$ cat config.mk
export PLATFORM = sky130hd
export DESIGN_NAME = led_rainbow_pattern_generator_unit
export DESIGN_NICKNAME = d
export VERILOG_FILES = /design/src/sv/lrpg_pkg.sv /design/src/sv/lrpg_ctrl.sv /design/src/sv/lrpg_datapath.sv /design/src/sv/led_rainbow_pattern_generator_unit.sv
export SDC_FILE = /design/constraint.sdc
export NUM_CORES = 1
export LEC_CHECK = 0
export ABC_AREA = 0
export BUFFER_PORTS_ARGS = -buffer_cell sky130_fd_sc_hd__buf_2
export CORE_MARGIN = 5
export CORE_UTILIZATION = 50
export CTS_CLUSTER_SIZE = 30
export DETAILED_ROUTE_END_ITERATION = 6
export PLACE_DENSITY = 0.7
export SYNTH_ARGS = -nofsm -noshare
export SYNTH_HDL_FRONTEND = slang
export SYNTH_SLANG_ARGS = --single-unit
$ cat constraint.sdc
create_clock -name clk -period 6.7 [get_ports clk]
set_input_delay 0 -clock clk [delete_from_list [all_inputs] [get_ports clk]]
set_output_delay 0 -clock clk [all_outputs]
set_load 0.02 [all_outputs]
$ cat src/sv/lrpg_pkg.sv
`timescale 1ns / 1ps
// ----------------------------------------------------------------------------
// lrpg_pkg
// Shared types, constants and the color wheel of the LED rainbow pattern
// generator.
// ----------------------------------------------------------------------------
package lrpg_pkg;

    localparam int MAX_PIXELS = 64;
    localparam int CNT_W      = 7;   // holds a pixel count up to MAX_PIXELS
    localparam int PIX_W      = 6;   // pixel index width
    localparam int DIV_STEPS  = 9;   // bits of the dividend 256

    localparam logic [CNT_W-1:0] MAX_COUNT = CNT_W'(MAX_PIXELS);

    // Register indexes of the configuration port
    localparam logic [1:0] REG_MODE  = 2'd0;
    localparam logic [1:0] REG_COUNT = 2'd1;
    localparam logic [1:0] REG_COLOR = 2'd2;

    typedef enum logic [1:0] {
        MODE_RAINBOW = 2'd0,
        MODE_CYCLE   = 2'd1,
        MODE_CHASE   = 2'd2,
        MODE_WIPE    = 2'd3
    } mode_t;

    typedef struct packed {
        logic [7:0] red;
        logic [7:0] green;
        logic [7:0] blue;
    } rgb_t;

    // Controller to datapath commands
    typedef struct packed {
        logic start;      // frame request taken
        logic div_step;   // one step of the 256 / count division
        logic pix_load;   // compute one pixel into the output register
        logic frame_end;  // advance the pattern counters
    } lrpg_cmd_t;

    // Datapath to controller status
    typedef struct packed {
        logic div_done;   // current division step is the final one
        logic out_free;   // output register can take a pixel this cycle
        logic pix_last;   // pixel being computed is the final one
    } lrpg_sts_t;

    // Color wheel: position 0..255 onto red-green-blue ramps in steps of 3
    function automatic rgb_t wheel(input logic [7:0] pos);
        rgb_t       c;
        logic [7:0] d;
        logic [7:0] t;
        begin
            if (pos < 8'd85) begin
                d = pos;
            end else if (pos < 8'd170) begin
                d = pos - 8'd85;
            end else begin
                d = pos - 8'd170;
            end
            t = 8'({d, 1'b0} + {1'b0, d});
            if (pos < 8'd85) begin
                c.red   = t;
                c.green = 8'd255 - t;
                c.blue  = 8'd0;
            end else if (pos < 8'd170) begin
                c.red   = 8'd255 - t;
                c.green = 8'd0;
                c.blue  = t;
            end else begin
                c.red   = 8'd0;
                c.green = t;
                c.blue  = 8'd255 - t;
            end
            return c;
        end
    endfunction

endpackage

$ cat src/sv/lrpg_ctrl.sv
`timescale 1ns / 1ps
// ----------------------------------------------------------------------------
// lrpg_ctrl
// Frame sequencer: takes a frame request, runs the step division, then
// issues one pixel per free output slot and closes the frame.
// ----------------------------------------------------------------------------
module lrpg_ctrl (
    input  logic               clk,
    input  logic               rst_n,
    input  logic               in_valid,
    output logic               in_ready,
    input  lrpg_pkg::lrpg_sts_t sts,
    output lrpg_pkg::lrpg_cmd_t cmd
);
    import lrpg_pkg::*;

    typedef enum logic [2:0] {
        ST_IDLE = 3'b001,
        ST_DIV  = 3'b010,
        ST_RUN  = 3'b100
    } state_t;

    state_t state_reg;
    state_t state_next;

    // Hold state
    always_ff @(posedge clk or negedge rst_n)
    begin
        if (!rst_n)
        begin
            state_reg <= ST_IDLE;
        end
        else
        begin
            state_reg <= state_next;
        end
    end

    // Decode commands and next state
    always_comb
    begin
        state_next = state_reg;
        cmd        = '0;
        in_ready   = 1'b0;
        case (state_reg)
            ST_IDLE:
            begin
                in_ready = 1'b1;
                if (in_valid)
                begin
                    cmd.start  = 1'b1;
                    state_next = ST_DIV;
                end
            end
            ST_DIV:
            begin
                cmd.div_step = 1'b1;
                if (sts.div_done)
                begin
                    state_next = ST_RUN;
                end
            end
            ST_RUN:
            begin
                if (sts.out_free)
                begin
                    cmd.pix_load = 1'b1;
                    if (sts.pix_last)
                    begin
                        cmd.frame_end = 1'b1;
                        state_next    = ST_IDLE;
                    end
                end
            end
            default:
            begin
                state_next = ST_IDLE;
            end
        endcase
    end

endmodule

$ cat src/sv/lrpg_datapath.sv
`timescale 1ns / 1ps
// ----------------------------------------------------------------------------
// lrpg_datapath
// Configuration registers, pattern counters, step divider, pixel color
// logic and the output register.
// ----------------------------------------------------------------------------
module lrpg_datapath (
    input  logic                       clk,
    input  logic                       rst_n,
    input  logic                       cfg_write,
    input  logic [1:0]                 cfg_index,
    input  logic [23:0]                cfg_data,
    input  logic                       restart,
    input  lrpg_pkg::lrpg_cmd_t        cmd,
    output lrpg_pkg::lrpg_sts_t        sts,
    output logic                       out_valid,
    input  logic                       out_ready,
    output logic [lrpg_pkg::PIX_W-1:0] pixel_index,
    output logic [7:0]                 red,
    output logic [7:0]                 green,
    output logic [7:0]                 blue,
    output logic                       last_pixel
);
    import lrpg_pkg::*;

    // Configuration
    mode_t            mode_reg;
    logic [CNT_W-1:0] count_reg;
    logic [23:0]      color_reg;

    // Pattern counters
    logic [7:0]       offset_reg,   offset_next;
    logic [1:0]       phase_reg,    phase_next;
    logic [CNT_W-1:0] wpos_reg,     wpos_next;
    logic             wclr_reg,     wclr_next;

    // Divider and per-pixel walk
    logic [3:0]       div_cnt_reg;
    logic [CNT_W-2:0] div_rem_reg;
    logic [7:0]       div_quo_reg;
    logic [PIX_W-1:0] pix_reg;
    logic [1:0]       mod3_reg;
    logic [7:0]       acc_q_reg;
    logic [CNT_W-2:0] acc_r_reg;

    // Output register
    logic             out_valid_reg;
    logic [PIX_W-1:0] out_idx_reg;
    rgb_t             out_rgb_reg;
    logic             out_last_reg;

    logic [CNT_W-1:0] count_eff;
    logic [CNT_W:0]   rem_sh;
    logic             rem_ge;
    logic [CNT_W-1:0] acc_r_sum;
    logic [8:0]       chase_pos;
    logic [7:0]       chase_wpos;
    logic             wipe_lit;
    rgb_t             pix_rgb;
    logic [CNT_W:0]   wpos_inc;

    // Clamp the pixel count into 1..MAX_PIXELS
    always_comb
    begin
        if (count_reg == '0)
        begin
            count_eff = CNT_W'(1);
        end
        else if (count_reg > MAX_COUNT)
        begin
            count_eff = MAX_COUNT;
        end
        else
        begin
            count_eff = count_reg;
        end
    end

    // Configuration writes
    always_ff @(posedge clk or negedge rst_n)
    begin
        if (!rst_n)
        begin
            mode_reg  <= MODE_RAINBOW;
            count_reg <= CNT_W'(12);
            color_reg <= 24'hFF0000;
        end
        else if (cfg_write)
        begin
            case (cfg_index)
                REG_MODE:  mode_reg  <= mode_t'(cfg_data[1:0]);
                REG_COUNT: count_reg <= cfg_data[CNT_W-1:0];
                REG_COLOR: color_reg <= cfg_data;
                default:   ;
            endcase
        end
    end

    // Restoring division step of 256 by the count
    assign rem_sh = {1'b0, div_rem_reg, (div_cnt_reg == 4'(DIV_STEPS - 1))};
    assign rem_ge = (rem_sh >= {1'b0, count_eff});

    always_ff @(posedge clk)
    begin
        if (cmd.start)
        begin
            div_cnt_reg <= 4'(DIV_STEPS - 1);
            div_rem_reg <= '0;
            div_quo_reg <= '0;
        end
        else if (cmd.div_step)
        begin
            div_cnt_reg <= div_cnt_reg - 4'd1;
            div_rem_reg <= rem_ge ? (CNT_W-1)'(rem_sh - {1'b0, count_eff})
                                  : (CNT_W-1)'(rem_sh);
            div_quo_reg <= {div_quo_reg[6:0], rem_ge};
        end
    end

    // Walk the pixels: index, index mod 3 and floor(p*256/count)
    assign acc_r_sum = {1'b0, acc_r_reg} + {1'b0, div_rem_reg};

    always_ff @(posedge clk)
    begin
        if (cmd.start)
        begin
            pix_reg   <= '0;
            mod3_reg  <= '0;
            acc_q_reg <= '0;
            acc_r_reg <= '0;
        end
        else if (cmd.pix_load)
        begin
            pix_reg  <= pix_reg + PIX_W'(1);
            mod3_reg <= (mod3_reg == 2'd2) ? 2'd0 : mod3_reg + 2'd1;
            if (acc_r_sum >= count_eff)
            begin
                acc_r_reg <= (CNT_W-1)'(acc_r_sum - count_eff);
                acc_q_reg <= acc_q_reg + div_quo_reg + 8'd1;
            end
            else
            begin
                acc_r_reg <= acc_r_sum[CNT_W-2:0];
                acc_q_reg <= acc_q_reg + div_quo_reg;
            end
        end
    end

    // Pixel color for the selected pattern
    assign chase_pos  = {3'b000, pix_reg} - {7'b0, phase_reg} + {1'b0, offset_reg};
    assign chase_wpos = (chase_pos >= 9'd255) ? 8'(chase_pos - 9'd255) : chase_pos[7:0];
    assign wipe_lit   = ({1'b0, pix_reg} < wpos_reg) != wclr_reg;

    always_comb
    begin
        pix_rgb = '0;
        case (mode_reg)
            MODE_RAINBOW: pix_rgb = wheel({2'b00, pix_reg} + offset_reg);
            MODE_CYCLE:   pix_rgb = wheel(acc_q_reg + offset_reg);
            MODE_CHASE:
            begin
                if (mod3_reg == phase_reg)
                begin
                    pix_rgb = wheel(chase_wpos);
                end
            end
            MODE_WIPE:
            begin
                if (wipe_lit)
                begin
                    pix_rgb = color_reg;
                end
            end
            default: pix_rgb = '0;
        endcase
    end

    assign sts.div_done = (div_cnt_reg == 4'd0);
    assign sts.out_free = !out_valid_reg || out_ready;
    assign sts.pix_last = ({1'b0, pix_reg} + CNT_W'(1)) == count_eff;

    // Counter updates: clear on restart, advance at frame end
    assign wpos_inc = {1'b0, wpos_reg} + (CNT_W+1)'(1);

    always_comb
    begin
        offset_next = offset_reg;
        phase_next  = phase_reg;
        wpos_next   = wpos_reg;
        wclr_next   = wclr_reg;
        if (cmd.start && restart)
        begin
            offset_next = '0;
            phase_next  = '0;
            wpos_next   = '0;
            wclr_next   = 1'b0;
        end
        else if (cmd.frame_end)
        begin
            case (mode_reg)
                MODE_RAINBOW, MODE_CYCLE:
                begin
                    offset_next = offset_reg + 8'd1;
                end
                MODE_CHASE:
                begin
                    if (phase_reg >= 2'd2)
                    begin
                        phase_next  = '0;
                        offset_next = offset_reg + 8'd32;
                    end
                    else
                    begin
                        phase_next = phase_reg + 2'd1;
                    end
                end
                MODE_WIPE:
                begin
                    if (wpos_inc >= {1'b0, count_eff})
                    begin
                        wpos_next = '0;
                        wclr_next = !wclr_reg;
                    end
                    else
                    begin
                        wpos_next = wpos_inc[CNT_W-1:0];
                    end
                end
                default: ;
            endcase
        end
    end

    always_ff @(posedge clk or negedge rst_n)
    begin
        if (!rst_n)
        begin
            offset_reg <= '0;
            phase_reg  <= '0;
            wpos_reg   <= '0;
            wclr_reg   <= 1'b0;
        end
        else
        begin
            offset_reg <= offset_next;
            phase_reg  <= phase_next;
            wpos_reg   <= wpos_next;
            wclr_reg   <= wclr_next;
        end
    end

    // Output register: load a pixel, drop it once taken
    always_ff @(posedge clk or negedge rst_n)
    begin
        if (!rst_n)
        begin
            out_valid_reg <= 1'b0;
        end
        else if (cmd.pix_load)
        begin
            out_valid_reg <= 1'b1;
        end
        else if (out_ready)
        begin
            out_valid_reg <= 1'b0;
        end
    end

    always_ff @(posedge clk)
    begin
        if (cmd.pix_load)
        begin
            out_idx_reg  <= pix_reg;
            out_rgb_reg  <= pix_rgb;
            out_last_reg <= sts.pix_last;
        end
    end

    assign out_valid   = out_valid_reg;
    assign pixel_index = out_idx_reg;
    assign red         = out_rgb_reg.red;
    assign green       = out_rgb_reg.green;
    assign blue        = out_rgb_reg.blue;
    assign last_pixel  = out_last_reg;

endmodule

$ cat src/sv/led_rainbow_pattern_generator_unit.sv
`timescale 1ns / 1ps
// ----------------------------------------------------------------------------
// led_rainbow_pattern_generator_unit
// Emits one frame of LED strip colors per request: rainbow, rainbow cycle,
// theater chase rainbow or color wipe, one pixel per result.
// ----------------------------------------------------------------------------
//  Channel   Direction   Signals                                   Moves
//  in        in          in_valid/in_ready, restart                frame request
//  out       out         out_valid/out_ready, pixel_index, red,    one pixel
//                        green, blue, last_pixel
//  cfg       in          cfg_valid/cfg_ready, cfg_index, cfg_data  register write
//
//  A request is accepted, then the bit-serial restoring division of 256 by the
//  pixel count runs, then one pixel per cycle while the output does not stall.
//  A new request is taken only once the last pixel of the frame has gone into
//  the single output register. Output stalls hold the pixel walk in place.
//  Reset loads the default configuration and clears all pattern counters.
// ----------------------------------------------------------------------------
module led_rainbow_pattern_generator_unit (
    input  logic                       clk,
    input  logic                       rst_n,
    input  logic                       in_valid,
    output logic                       in_ready,
    input  logic                       restart,
    output logic                       out_valid,
    input  logic                       out_ready,
    output logic [lrpg_pkg::PIX_W-1:0] pixel_index,
    output logic [7:0]                 red,
    output logic [7:0]                 green,
    output logic [7:0]                 blue,
    output logic                       last_pixel,
    input  logic                       cfg_valid,
    output logic                       cfg_ready,
    input  logic [1:0]                 cfg_index,
    input  logic [23:0]                cfg_data
);
    import lrpg_pkg::*;

    lrpg_cmd_t cmd;
    lrpg_sts_t sts;

    // Registers take writes at any time
    assign cfg_ready = 1'b1;

    lrpg_ctrl u_ctrl (
        .clk      (clk),
        .rst_n    (rst_n),
        .in_valid (in_valid),
        .in_ready (in_ready),
        .sts      (sts),
        .cmd      (cmd)
    );

    lrpg_datapath u_datapath (
        .clk         (clk),
        .rst_n       (rst_n),
        .cfg_write   (cfg_valid && cfg_ready),
        .cfg_index   (cfg_index),
        .cfg_data    (cfg_data),
        .restart     (restart),
        .cmd         (cmd),
        .sts         (sts),
        .out_valid   (out_valid),
        .out_ready   (out_ready),
        .pixel_index (pixel_index),
        .red         (red),
        .green       (green),
        .blue        (blue),
        .last_pixel  (last_pixel)
    );

`ifndef NO_ASSERTIONS
    // A taken request leaves the idle state
    a_busy_after_request: assert property (@(posedge clk) disable iff (!rst_n)
        in_valid && in_ready |=> !in_ready)
        else $error("request accepted while a frame was still open");

    // A new request only starts once the previous frame's pixels are all issued
    a_request_after_frame: assert property (@(posedge clk) disable iff (!rst_n)
        in_valid && in_ready |-> !out_valid || last_pixel)
        else $error("request accepted in the middle of a frame");

    // Within a frame, the next pixel follows at once with the next index
    a_pixel_sequence: assert property (@(posedge clk) disable iff (!rst_n)
        out_valid && out_ready && !last_pixel |=>
            out_valid && (pixel_index == $past(pixel_index) + 6'd1))
        else $error("pixel sequence broken within a frame");
`endif

endmodule

==> results.md, run 1 <==
- Run status: completed
- Largest net degree at the start of global routing: 56
- Post-synth top area share: 14.4%
- Synth cell types: 98
- Worst Skew: 12.1 ps
- Number of placed I/O pins: 66
- Seq/Total Area, Yosys: 27.9%
- Commonest cells after routing, fill and taps aside: 126 x nand2_1, 125 x ha_1, 103 x a21oi_1
- Vias in the first global route: 9383
- Placer Congestion: 0.926
- DIE WIDTH: 160 um
- Layout cells sized above 1: 18.9%
- Drt wl/cell: 17.8 um
- Synth top area cells: ha_1 14%, dfrtp_1 9.8%, edfxtp_1 8.3%
- Number of diodes: 0
- Global-route wire length before repair: 48400 um
- Worst skew pair latency: 430 ps
- Syn_area_per_cell: 8.75 um^2
- Post-Layout Cell Count: 1688
- Peak supply drop: 0.205 mV
- Hold slack: 203 ps
- Asr flop ratio synth: 43.7%
- Number of H-tree levels: 4
- Max incr delay on CP: 370 ps
- Vias per cell: 5.85
- Post-synthesis register bit count: 126
- Relative slew margins: 15.5%
- Initial Util: 51.0%
- Syn_nets: 1451
- Final Net Count: 1567
- Final period util: 96.3%
- Tot GR Track Use: 23.0%
- Maximum clock frequency: 155 MHz
- Synthesized area: 11200 um^2
- Drc violations: 0
- Routed wire length: 30000 um
- Std-Cell Rows: 54
- CTS tree: yes
- Drt pass-1 iters: 7
- Num CTS Buffers: 17
- Max reg flops: 24
- Design Power: 4.27 mW
- Critical Path End Type: flip-flop
- Worst Path Max Fanout: 5
- Pleak: 5.77 nW
- Most common cell after layout, fill and taps aside: nand2_1
- CTS max path bufs: 2
- Critical Path AT: 6630 ps
- Max-slew violations: 0
- Worst slack, placed: -76.0 ps
- PD cells: 325 nW/um^2
- Final ANT Viol Nets: 0
- Worst Path Required: 6880 ps
- Initial antenna violation count: 0
- HP Class: primary input to flip-flop
- Drt initial violations: 623
- Grt ovf: 0
- Tmin final: 6450 ps
- Clock sinks: 126
- Area growth from synthesis to final layout: 17.3%
- Post-route worst setup slack: 246 ps
- Worst-Margin Slew: 1260 ps
- Critical path's most frequent cell: inv_1
- Clock slew at reported path FFs: 70 ps
- Die height: 160 um
- Final Hold Fails: 0
- Register area: 3120 um^2
- Synth warnings: 0
- Clk root buf: clkbuf_16
- Cells after Synth: 1279
- Via count: 9875
- Placed instance count: 1613
- Area used by multi-input combinational logic: 7750 um^2
- Post-synth EDFFs: 31
- PortBufs: 64
- CP max-delay cell: dfrtp_1
- # Max-Cap Violations: 0
- Die ar.: 25500 um^2
- CP startpoint kind: flip-flop
- Critical path type: flip-flop to flip-flop
- Final HPWL DP: 22000 um
- Synth area leader: ha_1
- Core ar.: 22000 um^2
- Fillers: 1871
- Setup violations, final: 0
- Main synth FF type: dfrtp_1
-- critical path, delay by kind of cell (launching register included) --
| family | cells | cell delay, ps |
|---|---|---|
| compound gates | 13 | 2490 |
| fa+ha+maj | 6 | 1510 |
| simple gates | 6 | 1310 |
| flops | 1 | 370 |
| xor+xnor | 1 | 280 |
| buf+inv | 4 | 240 |
-- final timing paths --
check	from	end	slack [ps]	cells after the start
max	u_datapath.phase_reg[0]	u_datapath.red[5]	250	30
min	cfg_valid	u_datapath.count_reg[5]	200	3
max reg2reg	u_datapath.phase_reg[0]	u_datapath.red[5]	250	30
min reg2reg	u_datapath.acc_r_reg[0]	u_datapath.acc_r_reg[0]	470	2
max in group asynchronous	rst_n	u_datapath.offset_reg[4]	5900	3
min in group asynchronous	rst_n	u_datapath.color_reg[14]	250	3
-- routing by layer --
layer  vias up  routed length [um]  GRT usage (%)
met2       299               14200           38.5
met4         0                 456           5.52
met1      4708               13400           30.9
met3        45                1900           4.43
met5         -                   0              0
li1       4823                   -              -
-- synthesized netlist by cell type (all sizes together), types with 18 or more instances --
| master | n |
|---|---|
| ha | 129 |
| nand2 | 127 |
| a21oi | 112 |
| nor2 | 99 |
| xnor2 | 84 |
| inv | 81 |
| o21ai | 60 |
| dfrtp | 44 |
| dfxtp | 40 |
| clkbuf | 35 |
| mux2 | 33 |
| xor2 | 33 |
| a211oi | 31 |
| edfxtp | 31 |
| a21o | 25 |
| nand3 | 23 |
| nand2b | 19 |
| nor3 | 18 |
| o21bai | 18 |
-- kinds of logic (layout without fill, tap and decap cells) --
| logic type | after synthesis | after routing | share of synthesized area [%] |
|---|---|---|---|
| AOI/OAI and AO/OA | 347 | 347 | 21.2 |
| xor gates and xnor gates | 117 | 117 | 9.22 |
| other | 1 | 1 | 0.0335 |
| and+or+nand+nor | 368 | 368 | 15.9 |
| DFF | 126 | 126 | 27.9 |
| buffers and inverters | 131 | 260 | 4.62 |
| muxes | 49 | 49 | 4.75 |
| adders and majority gates | 140 | 140 | 16.4 |
-- through the flow --
| stage | TNS (ps) | area [um^2] | util, % |
|---|---|---|---|
| 6_report | 0 | 13100 | 59.8 |
| 5_1_grt | -300 | 13100 | 59.8 |
| 4_1_cts | 0 | 12900 | 58.6 |
| 3_5_place_dp | -178 | 12000 | 54.4 |
| 3_3_place_gp | 0 | 12000 | 54.4 |
| 2_1_floorplan | 0 | 11200 | - |
-- power breakdown --
| group | switching (mW) | internal, mW | total [mW] | leakage (nW) |
|---|---|---|---|---|
| Clock | 0.408 | 0.541 | 0.949 | 0.284 |
| Combinational | 1.30 | 0.932 | 2.23 | 4.21 |
| Sequential | 0.148 | 0.942 | 1.09 | 1.27 |
-- cell type report --
cell class / count / area share (%)
inverters: 82 / 2.34
flip-flops and latches: 126 / 23.8
multi-input cells: 1022 / 59.0
repair buffers: 146 / 7.75
clock buffers: 19 / 3.46
clock inverters: 13 / 0.953
well taps: 280 / 2.67
-- what timing repair did --
action / CTS / global route
hold endpoints to repair: 81 / 0
pin swaps: 1 / 20
endpoints found under the setup margin: 4 / 15
setup buffers: 2 / 10
gates resized for setup: 4 / 34
hold buffers: 31 / 0
Note: power is estimated with default switching activity, not from simulation.
==> inputs of run 2 (changes only) <==
CORE_ASPECT_RATIO = 0.9   (was default)
CORE_MARGIN = 2   (was 5)
==> run 2 against run 1 <==
Worst setup slack got worse by 77 ps. Largest power group unchanged. Critical path type unchanged. Highest routed layer unchanged. Clock power decreased by 6.1%. Final cell count increased by 1.2%. Clock skew increased by 3.9 ps.
==> results.md, run 2 (synthesis gave the netlist of run 1 again) <==
- Run status: completed
- RR Startpoint: u_datapath.phase_reg[0]
- Drc violations: 0
- Grt ovf: 0
- Most common cell after layout, fill and taps aside: nand2_1
- Worst skew pair latency: 430 ps
- CP startpoint kind: flip-flop
- Clock sinks: 126
- Clock slew at reported path FFs: 60 ps
- Worst slack, placed: -193 ps
- Core ar.: 21800 um^2
- Worst-Margin Slew: 1240 ps
- Pleak: 5.77 nW
- Relative slew margins: 16.8%
- CP max-delay cell: or3_4
- CTS tree: yes
- Initial antenna violation count: 0
- Layout cells sized above 1: 20.3%
- Initial Util: 51.3%
- Tot GR Track Use: 25.7%
- Max incr delay on CP: 410 ps
- WHS Endpoint: u_datapath.count_reg[3]
- Area used by multi-input combinational logic: 7800 um^2
- PortBufs: 64
- CTS max path bufs: 2
- Largest net degree at the start of global routing: 56
- Worst Path Max Fanout: 6
- Post-layout util: 60.6%
- Number of placed I/O pins: 66
- Fillers: 1937
- # Max-Cap Violations: 0
- Placer Congestion: 0.960
- Hold Crit Start: cfg_valid
- Routed wire length: 30200 um
- Maximum clock frequency: 153 MHz
- Max reg flops: 24
- Drt pass-1 iters: 6
- Drt initial violations: 967
- Reg2Reg Depth: 30
- PD cells: 323 nW/um^2
- Die height: 146 um
- Final HPWL DP: 22000 um
- Post-route worst setup slack: 169 ps
- Peak supply drop: 0.174 mV
- Final Net Count: 1576
- Worst r2r dst: u_datapath.green[5]
- Final period util: 97.5%
- Critical path's most frequent cell: inv_2
- Drt wl/cell: 17.7 um
- Hold slack: 191 ps
- Number of H-tree levels: 4
- Max-slew violations: 0
- Setup violations, final: 0
- Tmin final: 6530 ps
- Worst Skew: 16.0 ps
- Critical path type: flip-flop to flip-flop
- Hold path cells: 3
- R2R setup slack: 170 ps
- Via count: 9997
- Final Hold Fails: 0
- RSZ-0062 raised after global routing: true
- Worst Path Required: 6860 ps
- Std-Cell Rows: 51
- Register area: 3120 um^2
- Area growth from synthesis to final layout: 18.2%
- Global-route wire length before repair: 49000 um
- DIE WIDTH: 162 um
- Clk root buf: clkbuf_16
- Final ANT Viol Nets: 0
- Critical Path AT: 6690 ps
- Vias in the first global route: 9665
- Num CTS Buffers: 17
- Die ar.: 23600 um^2
- Number of diodes: 0
- HP Class: primary input to flip-flop
- Critical Path End Type: flip-flop
- Vias per cell: 5.85
- Commonest cells after routing, fill and taps aside: 124 x nand2_1, 122 x ha_1, 102 x a21oi_1
## run 2: worst max-delay path by stage
stage,startpoint,endpoint,slack [ps],cells past startpoint
floorplan,u_datapath.pix_reg[0],u_datapath.green[5],0.5,34
global placement,u_datapath.pix_reg[0],u_datapath.green[5],140,33
detailed placement,u_datapath.phase_reg[0],u_datapath.green[5],-190,30
CTS,u_datapath.phase_reg[0],u_datapath.red[6],9,30
global route,u_datapath.phase_reg[0],u_datapath.blue[7],-150,32
finish,u_datapath.phase_reg[0],u_datapath.green[5],170,30
## run 2: metal layers
metal | track usage, % | part of all wire, % | up-vias
li1 | - | - | 4840
met1 | 35.5 | 46 | 4737
met5 | 0 | 0 | -
met3 | 5.44 | 7.0 | 69
met4 | 9.29 | 2.8 | 0
met2 | 39.9 | 45 | 351
## run 2: stage by stage
stage / TNS (ps) / cell area, um^2 / cells / power [mW]
after floorplan: 0 / 11200 / 1279 / 2.68
after global placement: 0 / 12000 / 1625 / 3.15
after detailed placement: -414 / 12000 / 1625 / 3.21
after CTS: 0 / 12900 / 1690 / 4.14
after global routing: -923 / 13200 / 1708 / 4.58
final: 0 / 13200 / 1708 / 4.27
## run 2: critical path, delay by kind of cell (launching register included)
family / cells / cell delay (ps)
XOR/XNOR: 1 / 290
buffers and inverters: 4 / 200
AND/OR/NAND/NOR: 6 / 1330
AO/OA/AOI/OAI: 12 / 2340
multiplexers: 1 / 140
flip-flops: 1 / 350
adder cells (fa/ha/maj): 6 / 1600
## run 2: area by class of cell
type / count / share of cell area [%]
multi-input cells: 1022 / 58.9
flip-flops and latches: 126 / 23.6
repair buffers: 155 / 8.18
clock buffers: 20 / 3.54
well taps: 291 / 2.75
inverters: 82 / 2.33
clock inverters: 12 / 0.690
## run 2: power by group
group,switching (mW),internal [mW]
Combinational,1.33,0.956
Clock,0.356,0.536
Sequential,0.145,0.943
Total,1.83,2.43
## run 2: timing repair
item | in CTS | in global routing
pin swaps | 3 | 36
setup buffers | 3 | 18
endpoints found under the setup margin | 4 | 17
resized for setup | 2 | 53
hold buffers | 30 | 0
hold endpoints to repair | 81 | 0
==> inputs of run 3 (changes only) <==
BUFFER_PORTS_ARGS = default   (was -buffer_cell sky130_fd_sc_hd__buf_2)
DONT_BUFFER_PORTS = 1   (was default)
PLACE_DENSITY = 0.68   (was 0.7)
RECOVER_POWER = 50   (was default)
==> run 3 against run 2 <==
The run now ends with capacitance limit, slew limit left. Clock-buffer cell count rose by 2. Core utilization fell by 1.2 points. Clock skew fell by 5.8 ps. Critical path type unchanged. Largest cell class unchanged. Largest power group unchanged. Highest routed layer unchanged.
==> results.md, run 3 (synthesis gave the netlist of run 1 again) <==
- Number of H-tree levels: 4
- CP max-delay cell: or3_4
- Setup TNS: 0 ps
- Tot GR Track Use: 24.8%
- Critical path type: flip-flop to flip-flop
- Maximum clock frequency: 155 MHz
- Final Hold Fails: 0
- Most common cell after layout, fill and taps aside: nand2_1
- Global-route wire length before repair: 47000 um
- Drc violations: 0
- Layout cells sized above 1: 15.4%
- HP Class: primary input to flip-flop
- Worst Path Required: 6860 ps
- Die height: 146 um
- Reg2Reg Depth: 31
- Placer Congestion: 0.883
- Num CTS Buffers: 17
- Peak supply drop: 0.195 mV
- Routed wire length: 29500 um
- Failing checks: capacitance limit, slew limit
- Post-route worst setup slack: 248 ps
- Post-route cell area: 13000 um^2
- Clock sinks: 126
- PD cells: 327 nW/um^2
- Worst slack, placed: -161 ps
- Worst skew pair latency: 430 ps
- RR Startpoint: u_datapath.pix_reg[0]
- Grt ovf: 0
- Die ar.: 23600 um^2
- R2R setup slack: 250 ps
- Core ar.: 21800 um^2
- Worst Path Max Fanout: 6
- Run status: finished, violations left
- # Max-Cap Violations: 1
- Design Power: 4.24 mW
- Drt pass-1 iters: 5
- Worst r2r dst: u_datapath.red[6]
- Final Net Count: 1514
- Hold path cells: 2
- Commonest cells after routing, fill and taps aside: 125 x nand2_1, 122 x ha_1, 105 x a21oi_1
- Critical Path End Type: flip-flop
- Final HPWL DP: 21500 um
- PortBufs: 0
- Relative slew margins: -111%
- Critical Path AT: 6610 ps
- Hold Crit Start: cfg_valid
- Largest net degree at the start of global routing: 57
- Drt wl/cell: 17.9 um
- Max incr delay on CP: 430 ps
- Std-Cell Rows: 51
- Via count: 9589
- Final period util: 96.3%
- Clock slew at reported path FFs: 60 ps
- Area growth from synthesis to final layout: 15.8%
- CTS tree: yes
- Initial antenna violation count: 0
- Worst-Margin Slew: 3160 ps
- Post-Layout Cell Count: 1645
- Vias per cell: 5.83
- Max-slew violations: 56
- Drt initial violations: 707
- Pleak: 5.54 nW
- Placed Area: 11700 um^2
- Critical path's most frequent cell: a21oi_2
- Final ANT Viol Nets: 0
- Initial Util: 51.3%
- CP startpoint kind: flip-flop
- Worst Skew: 10.2 ps
- WHS Endpoint: u_datapath.count_reg[0]
- Tmin final: 6450 ps
- Number of diodes: 0
- Max reg flops: 24
- Setup violations, final: 0
- Vias in the first global route: 9146
- CTS max path bufs: 2
- Placed instance count: 1561
- Number of placed I/O pins: 66
- Clk root buf: clkbuf_16
- DIE WIDTH: 162 um
## run 3: cell count changes in the layout (fill, tap and decap cells not counted), sizes merged
cell	change
clkinvlp	-2
dlygate4sd3	+2
clkbuf	+6
buf	-68
inv	-1
## run 3: area by class of cell
type,count,area (um^2)
clock buffer,22,507
clock inverter,9,81.3
fill,1891,8860
inverter,82,308
multi-input combinational,1022,7820
sequential,126,3120
tap,291,364
timing repair buffer,93,767
## run 3: per-stage QoR
step / hold slack (ps) / util, %
2_1_floorplan: -296 / -
3_3_place_gp: -293 / 53.4
3_5_place_dp: -292 / 53.4
4_1_cts: 65.0 / 57.8
5_1_grt: 106 / 59.4
6_report: 73.7 / 59.4
## run 3: worst max-delay path by stage
| stage | to | startpoint | slack [ps] |
|---|---|---|---|
| 2_1_floorplan | u_datapath.green[5] | u_datapath.pix_reg[0] | 0.5 |
| 3_3_place_gp | u_datapath.green[5] | u_datapath.pix_reg[0] | 90 |
| 3_5_place_dp | u_datapath.green[5] | u_datapath.pix_reg[0] | -160 |
| 4_1_cts | u_datapath.green[5] | u_datapath.pix_reg[0] | 5 |
| 5_1_grt | u_datapath.red[6] | u_datapath.pix_reg[0] | -100 |
| 6_report | u_datapath.red[6] | u_datapath.pix_reg[0] | 250 |
## run 3: layer usage
layer	vias to the layer above	wire length, um	global-route usage [%]
met1	4552	14200	35.8
met5	-	0	0
li1	4716	-	-
met4	0	454	6.24
met3	38	1720	4.47
met2	283	13200	38.7
## run 3: worst max-delay path: cells and delay by family, from the launching register on
family,cells,cell delay [ps]
flops,1,310
xor+xnor,2,360
simple gates,3,670
buf+inv,5,460
compound gates,16,3060
fa+ha+maj,5,1310
## run 3: what timing repair did
item / in CTS / in global routing
gates cloned: 0 / 0
pin swaps: 1 / 31
setup endpoints to repair: 3 / 16
gates resized for setup: 1 / 50
endpoints found under the hold margin: 92 / 0
hold buffers: 33 / 0
buffers inserted: 3 / 17
## run 3: power by group
| group | total, mW | switching (mW) | internal, mW |
|---|---|---|---|
| clock network | 0.927 | 0.356 | 0.571 |
| logic | 2.22 | 1.30 | 0.920 |
| registers | 1.09 | 0.154 | 0.940 |
| total | 4.24 | 1.81 | 2.43 |
